**config.mk**
```make
export PLATFORM = sky130hd
export DESIGN_NAME = tty_line_editor_with_echo
export DESIGN_NICKNAME = d
export VERILOG_FILES = /design/src/hdl/tle_pkg.sv /design/src/hdl/tle_ram.sv /design/src/hdl/tle_queue.sv /design/src/hdl/tle_front.sv /design/src/hdl/tle_back.sv /design/src/hdl/tty_line_editor_with_echo.sv
export SDC_FILE = /design/constraint.sdc
export NUM_CORES = 1
export LEC_CHECK = 0
export BUFFER_PORTS_ARGS = -buffer_cell sky130_fd_sc_hd__buf_4
export CORE_MARGIN = 2
export CORE_UTILIZATION = 57
export DETAILED_ROUTE_END_ITERATION = 16
export PLACE_DENSITY = 0.83
export SYNTH_ARGS = -nofsm -noshare
export SYNTH_HDL_FRONTEND = slang
export SYNTH_SLANG_ARGS = --single-unit
```
**constraint.sdc**
```tcl
create_clock -name clock -period 5.62 [get_ports clock]
set_input_delay 0.281 -clock clock [delete_from_list [all_inputs] [get_ports clock]]
set_output_delay 0.281 -clock clock [all_outputs]
set_load 0.1 [all_outputs]
```
**src/hdl/tle_pkg.sv**
```systemverilog
package tle_pkg;

   // character codes, 7-bit
   localparam logic [6:0] CHAR_BS      = 7'h08;
   localparam logic [6:0] CHAR_DEL     = 7'h7f;
   localparam logic [6:0] CHAR_LITERAL = 7'h16;
   localparam logic [6:0] CHAR_TAB     = 7'h09;
   localparam logic [6:0] CHAR_LF      = 7'h0a;
   localparam logic [6:0] CHAR_CR      = 7'h0d;
   localparam logic [6:0] CHAR_BELL    = 7'h07;
   localparam logic [6:0] CHAR_SPACE   = 7'h20;

   // result kinds
   localparam logic [1:0] KIND_ECHO = 2'd0;
   localparam logic [1:0] KIND_LINE = 2'd1;
   localparam logic [1:0] KIND_READ = 2'd2;

   // line store geometry
   localparam int STORE_DEPTH = 128;
   localparam int CHAR_W      = 7;

   // results per item are capped at eight, so the step counter stops at seven
   localparam logic [2:0] STEP_CAP_LAST = 3'd7;

   // work handed from front to back
   typedef enum logic [1:0] {
      OP_ECHO,
      OP_ERASE,
      OP_NEWLINE,
      OP_READ
   } tle_op_code_type;

   typedef struct packed {
      tle_op_code_type code;
      logic [6:0]      char_val;
      logic [6:0]      length;
   } tle_op_type;

   typedef struct packed {
      logic       valid;
      tle_op_type op;
   } tle_slot_type;

   typedef enum logic {
      FRONT_IDLE,
      FRONT_READ
   } tle_front_state_type;

endpackage

```
**src/hdl/tle_ram.sv**
```systemverilog
module tle_ram #(
   parameter int Width = 7,
   parameter int Depth = 128
) (
   input  logic                     clock,
   input  logic                     wr_en,
   input  logic [$clog2(Depth)-1:0] wr_addr,
   input  logic [Width-1:0]         wr_data,
   input  logic                     rd_en,
   input  logic [$clog2(Depth)-1:0] rd_addr,
   output logic [Width-1:0]         rd_data
);

   logic [Width-1:0] mem [Depth];
   logic [Width-1:0] rd_data_ff;

   // one write port, one registered read port
   always_ff @(posedge clock) begin
      if (wr_en) begin
         mem[wr_addr] <= wr_data;
      end
      if (rd_en) begin
         rd_data_ff <= mem[rd_addr];
      end
   end

   assign rd_data = rd_data_ff;

endmodule

```
**src/hdl/tle_queue.sv**
```systemverilog
module tle_queue (
   input  logic                  clock,
   input  logic                  reset,
   input  tle_pkg::tle_slot_type push,
   output logic                  full,
   output tle_pkg::tle_slot_type head,
   input  logic                  pop
);
   import tle_pkg::*;

   localparam int Depth = 2;
   localparam int PtrW  = $clog2(Depth);

   tle_op_type      entry_ff [Depth];
   logic [PtrW-1:0] wr_ptr_ff, wr_ptr_in;
   logic [PtrW-1:0] rd_ptr_ff, rd_ptr_in;
   logic [PtrW:0]   count_ff, count_in;
   logic            do_pop;

   assign full   = (count_ff == (PtrW+1)'(Depth));
   assign do_pop = pop && (count_ff != '0);

   // pointer and count update
   always_comb begin
      wr_ptr_in = wr_ptr_ff;
      rd_ptr_in = rd_ptr_ff;
      count_in  = count_ff;
      if (push.valid) begin
         wr_ptr_in = wr_ptr_ff + 1'b1;
      end
      if (do_pop) begin
         rd_ptr_in = rd_ptr_ff + 1'b1;
      end
      unique case ({push.valid, do_pop})
         2'b10:   count_in = count_ff + 1'b1;
         2'b01:   count_in = count_ff - 1'b1;
         default: count_in = count_ff;
      endcase
   end

   always_ff @(posedge clock) begin
      if (reset) begin
         wr_ptr_ff <= '0;
         rd_ptr_ff <= '0;
         count_ff  <= '0;
      end else begin
         wr_ptr_ff <= wr_ptr_in;
         rd_ptr_ff <= rd_ptr_in;
         count_ff  <= count_in;
      end
   end

   // entry storage
   always_ff @(posedge clock) begin
      if (push.valid) begin
         entry_ff[wr_ptr_ff] <= push.op;
      end
   end

   assign head.valid = (count_ff != '0);
   assign head.op    = entry_ff[rd_ptr_ff];

endmodule

```
**src/hdl/tle_front.sv**
```systemverilog
module tle_front #(
   parameter int MAX_LINE = 125
) (
   input  logic                  clock,
   input  logic                  reset,
   input  logic                  req_tvalid,
   output logic                  req_tready,
   input  logic [15:0]           req_tdata,
   input  logic                  req_tuser,
   input  logic                  q_full,
   output tle_pkg::tle_slot_type push
);
   import tle_pkg::*;

   tle_front_state_type state_ff, state_in;
   logic [6:0]          fill_ff, fill_in;
   logic [6:0]          done_ff, done_in;
   logic                literal_ff, literal_in;
   logic                in_range_ff, in_range_in;

   logic [6:0]          key;
   logic [6:0]          key_stored;
   logic [6:0]          read_index;
   logic                accept;
   logic                room;
   logic                wr_en;
   logic [6:0]          wr_data;
   logic                rd_en;
   logic [6:0]          rd_data;

   assign key        = req_tdata[6:0];
   assign read_index = req_tdata[14:8];
   assign req_tready = (state_ff == FRONT_IDLE) && !q_full;
   assign accept     = req_tvalid && req_tready;
   assign room       = (fill_ff < 7'(MAX_LINE));
   // a tab typed plainly is stored as a space
   assign key_stored = (key == CHAR_TAB) ? CHAR_SPACE : key;

   // classify the item, update line state, hand an op to the back
   always_comb begin
      state_in    = state_ff;
      fill_in     = fill_ff;
      done_in     = done_ff;
      literal_in  = literal_ff;
      in_range_in = in_range_ff;
      push        = '0;
      wr_en       = 1'b0;
      wr_data     = key;
      rd_en       = 1'b0;
      unique case (state_ff)
         FRONT_IDLE: begin
            if (accept && req_tuser) begin
               rd_en       = 1'b1;
               in_range_in = (read_index < done_ff);
               state_in    = FRONT_READ;
            end else if (accept) begin
               push.op.length = '0;
               priority if (literal_ff) begin
                  literal_in   = 1'b0;
                  push.valid   = 1'b1;
                  push.op.code = OP_ECHO;
                  if (room) begin
                     wr_en            = 1'b1;
                     fill_in          = fill_ff + 1'b1;
                     push.op.char_val = key;
                  end else begin
                     push.op.char_val = CHAR_BELL;
                  end
               end else if ((key == CHAR_BS || key == CHAR_DEL) && fill_ff != '0) begin
                  fill_in          = fill_ff - 1'b1;
                  push.valid       = 1'b1;
                  push.op.code     = OP_ERASE;
                  push.op.char_val = CHAR_BS;
               end else if (key == CHAR_LF || key == CHAR_CR) begin
                  done_in          = fill_ff;
                  fill_in          = '0;
                  push.valid       = 1'b1;
                  push.op.code     = OP_NEWLINE;
                  push.op.char_val = CHAR_LF;
                  push.op.length   = fill_ff;
               end else if (key == CHAR_LITERAL) begin
                  literal_in = 1'b1;
               end else if (key_stored < CHAR_SPACE || key_stored == CHAR_DEL || !room) begin
                  push.valid       = 1'b1;
                  push.op.code     = OP_ECHO;
                  push.op.char_val = CHAR_BELL;
               end else begin
                  wr_en            = 1'b1;
                  wr_data          = key_stored;
                  fill_in          = fill_ff + 1'b1;
                  push.valid       = 1'b1;
                  push.op.code     = OP_ECHO;
                  push.op.char_val = key_stored;
               end
            end
         end
         FRONT_READ: begin
            // read data is back from the store, zero beyond the line end
            push.valid       = 1'b1;
            push.op.code     = OP_READ;
            push.op.char_val = in_range_ff ? rd_data : '0;
            push.op.length   = '0;
            state_in         = FRONT_IDLE;
         end
      endcase
   end

   always_ff @(posedge clock) begin
      if (reset) begin
         state_ff   <= FRONT_IDLE;
         fill_ff    <= '0;
         done_ff    <= '0;
         literal_ff <= 1'b0;
      end else begin
         state_ff   <= state_in;
         fill_ff    <= fill_in;
         done_ff    <= done_in;
         literal_ff <= literal_in;
      end
   end

   always_ff @(posedge clock) begin
      in_range_ff <= in_range_in;
   end

   // line store
   tle_ram #(
      .Width(CHAR_W),
      .Depth(STORE_DEPTH)
   ) u_line_store (
      .clock  (clock),
      .wr_en  (wr_en),
      .wr_addr(fill_ff),
      .wr_data(wr_data),
      .rd_en  (rd_en),
      .rd_addr(read_index),
      .rd_data(rd_data)
   );

endmodule

```
**src/hdl/tle_back.sv**
```systemverilog
module tle_back #(
   parameter int TAB_STOP = 8
) (
   input  logic                  clock,
   input  logic                  reset,
   input  tle_pkg::tle_slot_type head,
   output logic                  pop,
   output logic                  rsp_tvalid,
   input  logic                  rsp_tready,
   output logic [15:0]           rsp_tdata,
   output logic [1:0]            rsp_tuser,
   output logic                  rsp_tlast
);
   import tle_pkg::*;

   localparam int ColW = $clog2(TAB_STOP);

   logic [ColW-1:0] col_ff, col_in;
   logic [ColW-1:0] col_next;
   logic [2:0]      step_ff, step_in;
   logic            valid_ff, valid_in;
   logic [6:0]      byte_ff, byte_in;
   logic [6:0]      len_ff, len_in;
   logic [1:0]      kind_ff, kind_in;
   logic            last_ff, last_in;
   logic            out_free;
   logic            emit;

   assign out_free = !valid_ff || rsp_tready;
   assign emit     = head.valid && out_free;
   assign col_next = (col_ff == ColW'(TAB_STOP - 1)) ? '0 : col_ff + 1'b1;

   // one result a cycle from the op at the head of the queue, while the result register is free
   always_comb begin
      col_in   = col_ff;
      step_in  = step_ff;
      byte_in  = byte_ff;
      len_in   = len_ff;
      kind_in  = kind_ff;
      last_in  = last_ff;
      valid_in = valid_ff && !rsp_tready;
      pop      = 1'b0;
      if (emit) begin
         valid_in = 1'b1;
         kind_in  = KIND_ECHO;
         len_in   = '0;
         last_in  = 1'b0;
         byte_in  = head.op.char_val;
         unique case (head.op.code)
            OP_ECHO: begin
               if (head.op.char_val == CHAR_TAB) begin
                  // spaces up to the next stop, eight at most
                  byte_in = CHAR_SPACE;
                  last_in = (col_next == '0) || (step_ff == STEP_CAP_LAST);
                  col_in  = last_in ? '0 : col_next;
               end else if (head.op.char_val == CHAR_LF) begin
                  byte_in = (step_ff == 3'd0) ? CHAR_CR : CHAR_LF;
                  last_in = (step_ff != 3'd0);
                  col_in  = '0;
               end else begin
                  last_in = 1'b1;
                  col_in  = col_next;
               end
            end
            OP_ERASE: begin
               // backspace, space, backspace
               byte_in = (step_ff == 3'd1) ? CHAR_SPACE : CHAR_BS;
               last_in = (step_ff == 3'd2);
               col_in  = col_next;
            end
            OP_NEWLINE: begin
               // cr, lf, then the line complete report
               priority case (step_ff)
                  3'd0: begin
                     byte_in = CHAR_CR;
                  end
                  3'd1: begin
                     byte_in = CHAR_LF;
                     col_in  = '0;
                  end
                  default: begin
                     kind_in = KIND_LINE;
                     byte_in = '0;
                     len_in  = head.op.length;
                     last_in = 1'b1;
                  end
               endcase
            end
            OP_READ: begin
               kind_in = KIND_READ;
               last_in = 1'b1;
            end
         endcase
         pop     = last_in;
         step_in = last_in ? 3'd0 : step_ff + 1'b1;
      end
   end

   always_ff @(posedge clock) begin
      if (reset) begin
         col_ff   <= '0;
         step_ff  <= '0;
         valid_ff <= 1'b0;
      end else begin
         col_ff   <= col_in;
         step_ff  <= step_in;
         valid_ff <= valid_in;
      end
   end

   // result register payload
   always_ff @(posedge clock) begin
      byte_ff <= byte_in;
      len_ff  <= len_in;
      kind_ff <= kind_in;
      last_ff <= last_in;
   end

   assign rsp_tvalid = valid_ff;
   assign rsp_tdata  = {1'b0, len_ff, 1'b0, byte_ff};
   assign rsp_tuser  = kind_ff;
   assign rsp_tlast  = last_ff;

endmodule

```
**src/hdl/tty_line_editor_with_echo.sv**
```systemverilog
// Terminal line editor with echo.
// Input channel req_*: one item per keystroke (req_tuser = 0) or per read of
// one byte of the last completed line (req_tuser = 1, position in read_index).
// Result channel rsp_*: echo bytes (kind 0), line complete with its length
// (kind 1) and read data (kind 2); rsp_tlast marks the final result of an item.
// A control-V keystroke produces no result, unless a control-V came before it.
// The front takes a keystroke in its idle state and a read through a read
// state (the line store has a registered read port), taking no new item there;
// it hands at most one op per item to a two-entry queue. The back sends one
// result per cycle from the op at the queue head while the result register
// is free: 1 result for a plain key or a read, 2 for an echoed newline, 3 for
// erase or line end, up to 8 for a tab. Read data passes the line store read
// register; every op passes the queue and then the result register.
// When the receiver stalls, the result register holds, the back stops, the
// queue fills and req_tready drops; no result is lost.
// Reset clears the fill count, line length, literal flag, echo column, queue
// and result valid; the line store is not cleared and needs no clearing pass.
module tty_line_editor_with_echo #(
   parameter int MAX_LINE = 125,
   parameter int TAB_STOP = 8
) (
   input  logic        clock,
   input  logic        reset,
   input  logic        req_tvalid,
   output logic        req_tready,
   input  logic [15:0] req_tdata,   // key_byte [7:0], read_index [14:8], zero [15]
   input  logic        req_tuser,   // cmd
   output logic        rsp_tvalid,
   input  logic        rsp_tready,
   output logic [15:0] rsp_tdata,   // out_byte [7:0], line_length [14:8], zero [15]
   output logic [1:0]  rsp_tuser,   // kind
   output logic        rsp_tlast
);
   import tle_pkg::*;

   tle_slot_type push;
   tle_slot_type head;
   logic         q_full;
   logic         pop;

   // accept and classify
   tle_front #(
      .MAX_LINE(MAX_LINE)
   ) u_front (
      .clock     (clock),
      .reset     (reset),
      .req_tvalid(req_tvalid),
      .req_tready(req_tready),
      .req_tdata (req_tdata),
      .req_tuser (req_tuser),
      .q_full    (q_full),
      .push      (push)
   );

   // op queue
   tle_queue u_queue (
      .clock(clock),
      .reset(reset),
      .push (push),
      .full (q_full),
      .head (head),
      .pop  (pop)
   );

   // echo expansion and result output
   tle_back #(
      .TAB_STOP(TAB_STOP)
   ) u_back (
      .clock     (clock),
      .reset     (reset),
      .head      (head),
      .pop       (pop),
      .rsp_tvalid(rsp_tvalid),
      .rsp_tready(rsp_tready),
      .rsp_tdata (rsp_tdata),
      .rsp_tuser (rsp_tuser),
      .rsp_tlast (rsp_tlast)
   );

endmodule

```
==> flow_metrics.tcl, run 1 <==
set metrics [dict create \
    gp_congestion 0.935 \
    fin_ws_ns 1.48 \
    place_area_um2 40600 \
    nNetsFinal 2226 \
    finalPower_mw 15.8 \
    htreeDepth 3 \
    io_pins 42 \
    grt_pass1_vias 20700 \
    synth_simple_gate_area_share_pct 4.55 \
    synth-compound-area-share_pct 4.20 \
    r2r_cells 7 \
    tns_ns 0 \
    required_ns 5.95 \
    cts_resized 0 \
    synthFlopType "edfxtp_1" \
    ctsLongestPathBuffers 3 \
    groute.usage.overall_pct 24.8 \
    status "complete, no violations" \
    cts_tree "yes" \
    worstMarginPinSlew_ns 1.17 \
    avgSynthCellArea_um2 18.7 \
    synth-async-reset-ratio_pct 0 \
    cts_sinks 981 \
    netlist_instances 2109 \
    hold_class "in -> reg" \
    die_w_um 267 \
    placedCellCount 2968 \
    hpwl_um 50100 \
    finalCriticalPeriod_ns 4.14 \
    drt_iter0_drc 3047 \
    r2r-end "u_front.u_line_store.mem[6][6]$_DFFE_PP_" \
    dieArea_um2 71200 \
    finalSetupViolations 0 \
    avgViaCountPerCell 6.64 \
    drc 0 \
    wl_per_cell_um 27.9 \
    ys_types 75 \
    antenna_found_initial 2 \
    worstSetupEndpointType "register" \
    path_class "reg -> reg" \
    syn_area_um2 39400 \
    synth-adder-area-share_pct 0.731 \
    synth_edf_count 953 \
    hold_viol 0 \
    min_to "u_front.fill_ff[0]$_SDFFE_PP0P_" \
    r2r_slack_ns 1.48 \
    stdcell_area_um2 43500 \
    r2r_start "u_front.fill_ff[3]$_SDFFE_PP0P_" \
    path_clk_slew_ns 0.07 \
    cts_root_buf "clkbuf_16" \
    seq_area_frac_synth_pct 74.1 \
    fp.dieH_um 267 \
    ant_nets 0 \
    critical-path-max-stage-delay_ns 0.73 \
    port-buffer-count 37 \
    num_rows 96 \
    syn_to_final_growth_pct 10.6 \
    fin_crit_sh_pct 73.6 \
    synth_seq_cells 981 \
    path_cells "nand4_1 -> or3b_2 -> o21ai_2 -> nor2_4 -> nand3_1 -> buf_4 -> nor2_1" \
    maxCapViolations 0 \
    report.final.slew_viol_count 0 \
    nFillCells 4361 \
    ir_drop_uv 362 \
    clock_latency_ns 0.66 \
    drive_gt1_share_pct 20.5 \
    critPathLaunchType "register" \
    ys_warn_count 0 \
    path_max_fanout 15 \
    finClkSkew_ns 0.0295 \
    power_per_cell_area_nw_per_um2 362 \
    start_util_pct 57.5 \
    num_vias 20800 \
    fin_hold_ws_ns 0.0229 \
    final_cells 3138 \
    drt_wl_total_um 87500 \
    hold_start "reset" \
    synth_top_family_by_area "multiplexers" \
    grt_pass1_wl_um 130000 \
    relSlewSlack_pct 19.7 \
    critPathSlowestCell "or3b_2" \
    grt_overflow_total 0 \
    dr.pass1.iters 7 \
    postCtsSetupBuffers 0 \
    core-area_um2 68500 \
    cp.arrival_ns 4.47 \
    cts_buffers 91 \
    fmax_mhz 242 \
    preCtsSetupSlack_ns 1.14 \
    hold_depth 2 \
    power_leakage_nw 13.9 \
    post-route-util_pct 63.6 \
    grt_max_degree 129 \
    rsz0062_at_grt "false" \
    synthMuxAreaShare_pct 14.7 \
    synthXorXnorAreaFrac_pct 0.0890 \
]
==> layer usage <==
metal / share of wire [%] / up-vias / routed length, um / GRT usage (%)
met5: 0 / - / 0 / 0
met4: 4.8 / 0 / 4160 / 11.3
met3: 10 / 272 / 8970 / 4.72
met2: 49 / 1404 / 42500 / 40.3
met1: 36 / 10500 / 31900 / 33.0
li1: - / 8642 / - / -
==> power breakdown <==
part	switching, mW	total [mW]	internal (mW)
registers	0.0825	8.27	8.18
clock network	2.65	5.96	3.31
logic	1.10	1.54	0.433
total	3.84	15.8	11.9
==> state kept, by name, summed over array words and instances (netlist names), 2 cells and up, named ones only <==
register,flops
u_front.u_line_store.mem,896
u_queue.entry_ff,32
u_back.byte_ff,7
u_back.len_ff,7
u_front.done_ff,7
u_front.fill_ff,7
u_front.u_line_store.rd_data,7
u_back.col_ff,3
u_back.step_ff,3
u_back.rsp_tuser,2
u_queue.count_ff,2
==> logic make-up after synthesis <==
logic type / Yosys count
XOR/XNOR: 4
buffers and inverters: 139
other: 1
adder cells (fa/ha/maj): 23
AND/OR/NAND/NOR: 371
flip-flops: 981
multiplexers: 363
AO/OA/AOI/OAI: 227
==> synth_stat cells, drive strengths merged, types with 16 or more instances <==
| master | instances | area share [%] |
|---|---|---|
| clkbuf | 58 | 0.55 |
| dfxtp | 28 | 1.4 |
| ha | 23 | 0.73 |
| a211oi | 18 | 0.34 |
| a21oi | 51 | 0.65 |
| buf | 60 | 0.81 |
| nand2 | 67 | 0.64 |
| mux2 | 50 | 1.4 |
| edfxtp | 953 | 73 |
| mux2i | 145 | 3.7 |
| mux4 | 168 | 9.6 |
| nand3 | 19 | 0.25 |
| o22a | 21 | 0.47 |
| a221oi | 21 | 0.47 |
| inv | 21 | 0.20 |
| a211o | 16 | 0.36 |
| o22ai | 38 | 0.60 |
| nor2 | 190 | 2.0 |
==> worst max-delay path by stage <==
stage	slack, ns	start	depth (start not counted)	end
global route	1.45	u_front.fill_ff[3]$_SDFFE_PP0P_	7	u_front.u_line_store.mem[6][6]$_DFFE_PP_
finish	1.48	u_front.fill_ff[3]$_SDFFE_PP0P_	7	u_front.u_line_store.mem[6][6]$_DFFE_PP_
floorplan	0.04	req_tdata[6]	7	u_front.u_line_store.mem[0][3]$_DFFE_PP_
global placement	1.40	req_tdata[6]	9	u_front.u_line_store.mem[22][4]$_DFFE_PP_
CTS	1.61	u_front.fill_ff[3]$_SDFFE_PP0P_	7	u_front.u_line_store.mem[22][5]$_DFFE_PP_
detailed placement	1.14	req_tdata[6]	9	u_front.u_line_store.mem[22][6]$_DFFE_PP_
==> worst max-delay path, delay by kind of cell (launching register included) <==
kind	cells	cell delay (ns)
AND/OR/NAND/NOR	5	2.45
buffers and inverters	1	0.37
flip-flops	1	0.67
AO/OA/AOI/OAI	1	0.32
==> area by class of cell <==
cell class / instances / area (um2) / share of cell area, %
Inverter: 21 / 78.8 / 0.181
Timing Repair Buffer: 76 / 618 / 1.42
Antenna cell: 1 / 2.50 / 0.00575
Sequential cell: 981 / 29200 / 67.0
Tap cell: 882 / 1100 / 2.53
Clock inverter: 61 / 541 / 1.24
Multi-Input combinational cell: 1011 / 9690 / 22.2
Clock buffer: 105 / 2330 / 5.35
==> timing repair <==
action	CTS	global route
endpoints found under the hold margin	1	0
endpoints found under the setup margin	0	0
hold buffers	1	0
==> cells in the final DEF, fill, tap and decap left out, drive strengths merged, types with 11 or more instances in the layout <==
cell      count
o21ai        12
conb         23
inv          25
dfxtp        28
mux2i       145
mux4        168
a21oi        51
clkinvlp     13
nor2        190
nand2        67
clkbuf      106
a211o        16
edfxtp      953
nor2b        11
nand3        19
a211oi       18
o22a         21
mux2         50
a221oi       21
and3         12
buf          74
ha           23
o22ai        38
clkinv       37
No activity file was read; power rests on OpenSTA's default activity.
==> run 2, diff against run 1 <==
Settings changed: CORE_UTILIZATION 57 to 60.
Clock period 5.62 ns to 3.86 ns, I/O delays scaled along.
==> run 2 against run 1 <==
Final area increased by 1.5%. Die area is 4.9% lower. Setup slack worse by 1.1 ns. Non-clock buffer count increased by 47. Global-route usage up 1.7 points. Highest routed layer unchanged. First-iteration DRC count down 12%. Clock-buffer cell count up 15. Via count up 0.94%.
==> flow_metrics.tcl, run 2 (synthesis gave the netlist of run 1 again) <==
set metrics [dict create \
    worstMarginPinSlew_ns 1.06 \
    io_pins 42 \
    drive_gt1_share_pct 21.6 \
    placedCellCount 2985 \
    seq_area_um2 29200 \
    fin_hold_ws_ns 0.0771 \
    cts_buffers 95 \
    nFillCells 3872 \
    ir_drop_uv 363 \
    multi_input_area_um2 9690 \
    path_common_cell "nor2_1" \
    cts_sinks 981 \
    grt_max_degree 97 \
    cts_tree "yes" \
    fin_crit_sh_pct 91.3 \
    die_w_um 260 \
    rsz0062_at_grt "false" \
    htreeDepth 3 \
    largest_register_ffs 896 \
    gp_congestion 0.936 \
    clock_latency_ns 0.67 \
    critPathLaunchType "primary input" \
    layout_common_cells "edfxtp_1, nor2_1, mux4_2, mux2i_1, buf_4" \
    preCtsSetupSlack_ns 0.386 \
    wl_per_cell_um 27.9 \
    avgViaCountPerCell 6.64 \
    cts_resized 0 \
    finalPower_mw 23.6 \
    fin_ws_ns 0.335 \
    grt_pass1_vias 21200 \
    hpwl_um 51900 \
    path_clk_slew_ns 0.06 \
    power_leakage_nw 14.3 \
    fp.dieH_um 260 \
    groute.usage.overall_pct 26.6 \
    crit_family "simple AND/OR/NAND/NOR gates" \
    dr.pass1.iters 6 \
    relSlewSlack_pct 29.2 \
    layout_commonest_cell "edfxtp_1" \
    num_rows 93 \
    fmax_mhz 284 \
    finalCriticalPeriod_ns 3.53 \
    drc 0 \
    core-area_um2 64700 \
    critPathSlowestCell "or4b_1" \
    cp.arrival_ns 3.90 \
    postCtsSetupBuffers 0 \
    port-buffer-count 37 \
    ant_nets 0 \
    hold_viol 0 \
    path_class "in -> reg" \
    status "complete, no violations" \
    ctsLongestPathBuffers 3 \
    nNetsFinal 2277 \
    worstSetupEndpointType "register" \
    finalSetupViolations 0 \
    num_vias 21000 \
    final_cells 3167 \
    hold_class "in -> reg" \
    power_per_cell_area_nw_per_um2 534 \
    drt_iter0_drc 2670 \
    start_util_pct 60.8 \
    required_ns 4.24 \
    maxCapViolations 0 \
    grt_overflow_total 0 \
    report.final.slew_viol_count 0 \
    finClkSkew_ns 0.0361 \
    syn_to_final_growth_pct 12.2 \
    cp_num_buf_inv 3 \
    postCtsHoldBufs 6 \
    reg_top3 "u_front.u_line_store.mem x896, u_queue.entry_ff x32" \
    dieArea_um2 67700 \
    critical-path-max-stage-delay_ns 0.67 \
    cts_root_buf "clkbuf_16" \
    antenna_found_initial 1 \
    grt_pass1_wl_um 133000 \
    path_max_fanout 96 \
    path_cells "dlygate4sd3_1 -> buf_4 -> or4b_1 -> or4_1 -> or3_1 -> nor2_1 -> nor2_1 -> nor2_4 -> buf_12" \
    drt_wl_total_um 88400 \
    tns_ns 0 \
    largest_register "u_front.u_line_store.mem" \
]
-- run 2: changes by cell type in the layout (fill, tap and decap cells not counted), moves of 2 or more --
| cell | delta |
|---|---|
| clkinv_2 | -7 |
| inv_6 | -2 |
| clkbuf_1 | +9 |
| clkbuf_16 | +5 |
| buf_4 | +37 |
| bufinv_16 | +4 |
| buf_12 | +7 |
| dlygate4sd3_1 | +5 |
| clkinv_1 | +5 |
| clkinvlp_4 | -8 |
-- run 2: cell type report --
class / count / area share, %
antenna: 1 / 0.00566
clock buffer: 120 / 5.66
clock inverter: 55 / 1.37
inverter: 21 / 0.178
multi-input combinational: 1011 / 21.9
sequential: 981 / 66.0
tap: 855 / 2.42
timing repair buffer: 123 / 2.41
-- run 2: through the flow --
| step | util [%] | area [um2] |
|---|---|---|
| final | 68.3 | 44200 |
| after CTS | 68.3 | 44200 |
| after global placement | 63.4 | 41000 |
| after floorplan | - | 39500 |
| after global routing | 68.3 | 44200 |
| after detailed placement | 63.4 | 41000 |
-- run 2: worst reg2reg max path, stage by stage (launching register included) --
cell      delay, ns
dfxtp_1        0.75
mux2i_1        0.40
inv_1          0.15
ha_1           0.31
nor2_1         0.32
o211ai_1       0.17
nand2_1        0.15
nor2_1         0.09
ha_1           0.35
or3_1          0.36
a21oi_1        0.15
-- run 2: where the power goes --
part | leakage [nW] | internal (mW) | total, mW | switching [mW]
Sequential | 8.83 | 11.9 | 12.0 | 0.109
Combinational | 3.93 | 0.674 | 2.31 | 1.63
Clock | 1.50 | 5.35 | 9.27 | 3.92
-- run 2: per-layer routing --
metal | GRT usage (%) | share of wire, %
met5 | 0 | 0
met4 | 11.0 | 4.2
met3 | 5.30 | 10
met2 | 42.1 | 48
met1 | 36.7 | 38
-- run 2: worst paths after layout --
check	start	end	slack, ns	depth (start not counted)
setup / recovery	req_tdata[5]	u_front.u_line_store.mem[51][5]$_DFFE_PP_	0.33	9
hold / removal	req_tvalid	u_front.literal_ff$_SDFFE_PP0P_	0.08	4
setup reg to reg	register	u_queue.count_ff[1]$_SDFFE_PP0P_	0.60	10
hold reg to reg	u_front.done_ff[3]$_SDFFE_PP0P_	u_front.done_ff[3]$_SDFFE_PP0P_	0.50	2
==> run 3, diff against run 2 <==
Settings changed: BUFFER_PORTS_ARGS -buffer_cell sky130_fd_sc_hd__buf_4 to default, CORE_MARGIN 2 to default, CORE_UTILIZATION 60 to 55, DONT_BUFFER_PORTS from default to 1, PLACE_DENSITY 0.83 to 0.77.
==> run 3 against run 2 <==
Sequential power grew 5%. Highest routed layer unchanged. Final area decreased by 0.54%. Clock skew decreased by 0.014 ns. Critical path depth is 2 lower. Clock-buffer cell count down 5. The flow now finishes with violations (negative hold slack). Maximum frequency rose by 8.2%.
==> flow_metrics.tcl, run 3 (synthesis gave the netlist of run 1 again) <==
set metrics [dict create \
    drive_gt1_share_pct 20.2 \
    status "finished, violations left" \
    rsz0062_at_grt "false" \
    core-area_um2 70400 \
    critical-path-max-stage-delay_ns 0.62 \
    wl_per_cell_um 26.5 \
    grt_overflow_total 0 \
    finalPower_mw 23.1 \
    grt_max_degree 282 \
    cts_root_buf "clkbuf_16" \
    finalSetupViolations 0 \
    hold_class "in -> reg" \
    cts_sinks 981 \
    fp.dieH_um 270 \
    layout_common_cells "edfxtp_1, nor2_1, mux4_2, mux2i_1, clkbuf_16" \
    tns_ns 0 \
    dieArea_um2 72600 \
    path_cells "nand4_1 -> or3b_2 -> o21ai_2 -> nor3_4 -> nand2_1 -> buf_4 -> nor2_1" \
    drt_wl_total_um 84800 \
    grt_pass1_vias 20500 \
    largest_register_ffs 896 \
    critPathLaunch "u_front.fill_ff[5]$_SDFFE_PP0P_" \
    cts_resized 0 \
    fin_hold_ws_ns -0.0254 \
    gp_congestion 0.875 \
    dr.pass1.iters 6 \
    path_class "reg -> reg" \
    ir_drop_uv 527 \
    power_per_cell_area_nw_per_um2 526 \
    start_util_pct 55.9 \
    critPathLaunchType "register" \
    report.final.slew_viol_count 0 \
    worstSetupEndpointType "register" \
    violations "negative hold slack" \
    largest_register "u_front.u_line_store.mem" \
    clock_latency_ns 0.64 \
    antennaDiodeCount 0 \
    drc 0 \
    reg_top3 "u_front.u_line_store.mem x896, u_queue.entry_ff x32" \
    fin_ws_ns 0.603 \
    hold_start "req_tdata[4]" \
    syn_to_final_growth_pct 11.6 \
    layout_commonest_cell "edfxtp_1" \
    postCtsSetupBuffers 0 \
    preCtsSetupSlack_ns 0.553 \
    drt_iter0_drc 2093 \
    antenna_found_initial 0 \
    htreeDepth 3 \
    worstMarginPinSlew_ns 1.12 \
    cp_num_buf_inv 1 \
    fmax_mhz 307 \
    min_to "u_front.u_line_store.mem[123][4]$_DFFE_PP_" \
    cts_buffers 93 \
    cp.arrival_ns 3.58 \
    cts_tree "yes" \
    fin_crit_sh_pct 84.4 \
    r2r_cells 7 \
    power_leakage_nw 14.1 \
    hpwl_um 48100 \
    critPathSlowestCell "dfxtp_1" \
    io_pins 42 \
    finalCriticalPeriod_ns 3.26 \
    nNetsFinal 2232 \
    avgViaCountPerCell 6.37 \
    crit_family "simple AND/OR/NAND/NOR gates" \
    r2r_start "u_front.fill_ff[5]$_SDFFE_PP0P_" \
    relSlewSlack_pct 25.4 \
    die_w_um 270 \
    path_max_fanout 13 \
    groute.usage.overall_pct 23.4 \
    hold_viol 5 \
    num_vias 20400 \
    grt_pass1_wl_um 127000 \
    r2r_slack_ns 0.60 \
    maxCapViolations 0 \
    required_ns 4.19 \
    ctsLongestPathBuffers 3 \
    port-buffer-count 0 \
    hold_depth 1 \
    finClkSkew_ns 0.0225 \
    ant_nets 0 \
    path_clk_slew_ns 0.06 \
    num_rows 97 \
    r2r-end "u_front.u_line_store.mem[50][1]$_DFFE_PP_" \
]
[run 3: what timing repair did]
item,4_1_cts,5_1_grt
endpoints found under the hold margin,551,0
hold buffers,16,0
setup endpoints to repair,0,0
[run 3: how the worst max path moves through the flow]
stage                                                            end  slack, ns  cells after the start
after detailed placement   u_front.u_line_store.mem[82][4]$_DFFE_PP_       0.55                      7
after global routing                u_queue.count_ff[1]$_SDFFE_PP0P_       0.42                      9
after global placement    u_front.u_line_store.mem[114][4]$_DFFE_PP_       0.66                      7
final                      u_front.u_line_store.mem[50][1]$_DFFE_PP_       0.60                      7
after floorplan             u_front.u_line_store.mem[0][3]$_DFFE_PP_      -0.06                      7
after CTS                  u_front.u_line_store.mem[50][1]$_DFFE_PP_       0.67                      7
[run 3: final cells by class]
cell class | instances | area [um2]
sequential | 981 | 29200
fill | 4683 | 26400
multi-input combinational | 1011 | 9690
clock buffer | 115 | 2480
tap | 940 | 1180
timing repair buffer | 80 | 771
clock inverter | 58 | 573
inverter | 21 | 78.8
[run 3: power by group]
group	leakage, nW	internal (mW)	total (mW)	switching [mW]
Sequential	8.83	11.9	12.6	0.693
Combinational	3.74	0.555	1.40	0.841
Clock	1.49	5.26	9.10	3.84
[run 3: layer usage]
layer  wire length (um)  global-route usage [%]  vias up
li1                   -                       -     8672
met1              33500                    32.3    10500
met2              41100                    37.6     1093
met3               7470                    4.37      190
met4               2780                    8.61        0
met5                  0                       0        -
[run 3: metrics by stage]
stage	utilization (%)	instances	area, um2	hold slack (ns)
final	62.4	3206	43900	-0.0254
after global routing	62.4	3206	43900	0.00870
after CTS	62.4	3206	43900	0.0130
after detailed placement	57.7	3017	40700	0.267
after global placement	57.7	3017	40700	0.266
after floorplan	-	2131	39500	0.373
[run 3: worst register-to-register path: cells and delay by family, from the launching register on]
kind | cells | cell delay (ns)
AOI/OAI and AO/OA | 1 | 0.33
buffers and inverters | 1 | 0.34
DFF | 1 | 0.62
and+or+nand+nor | 5 | 1.66
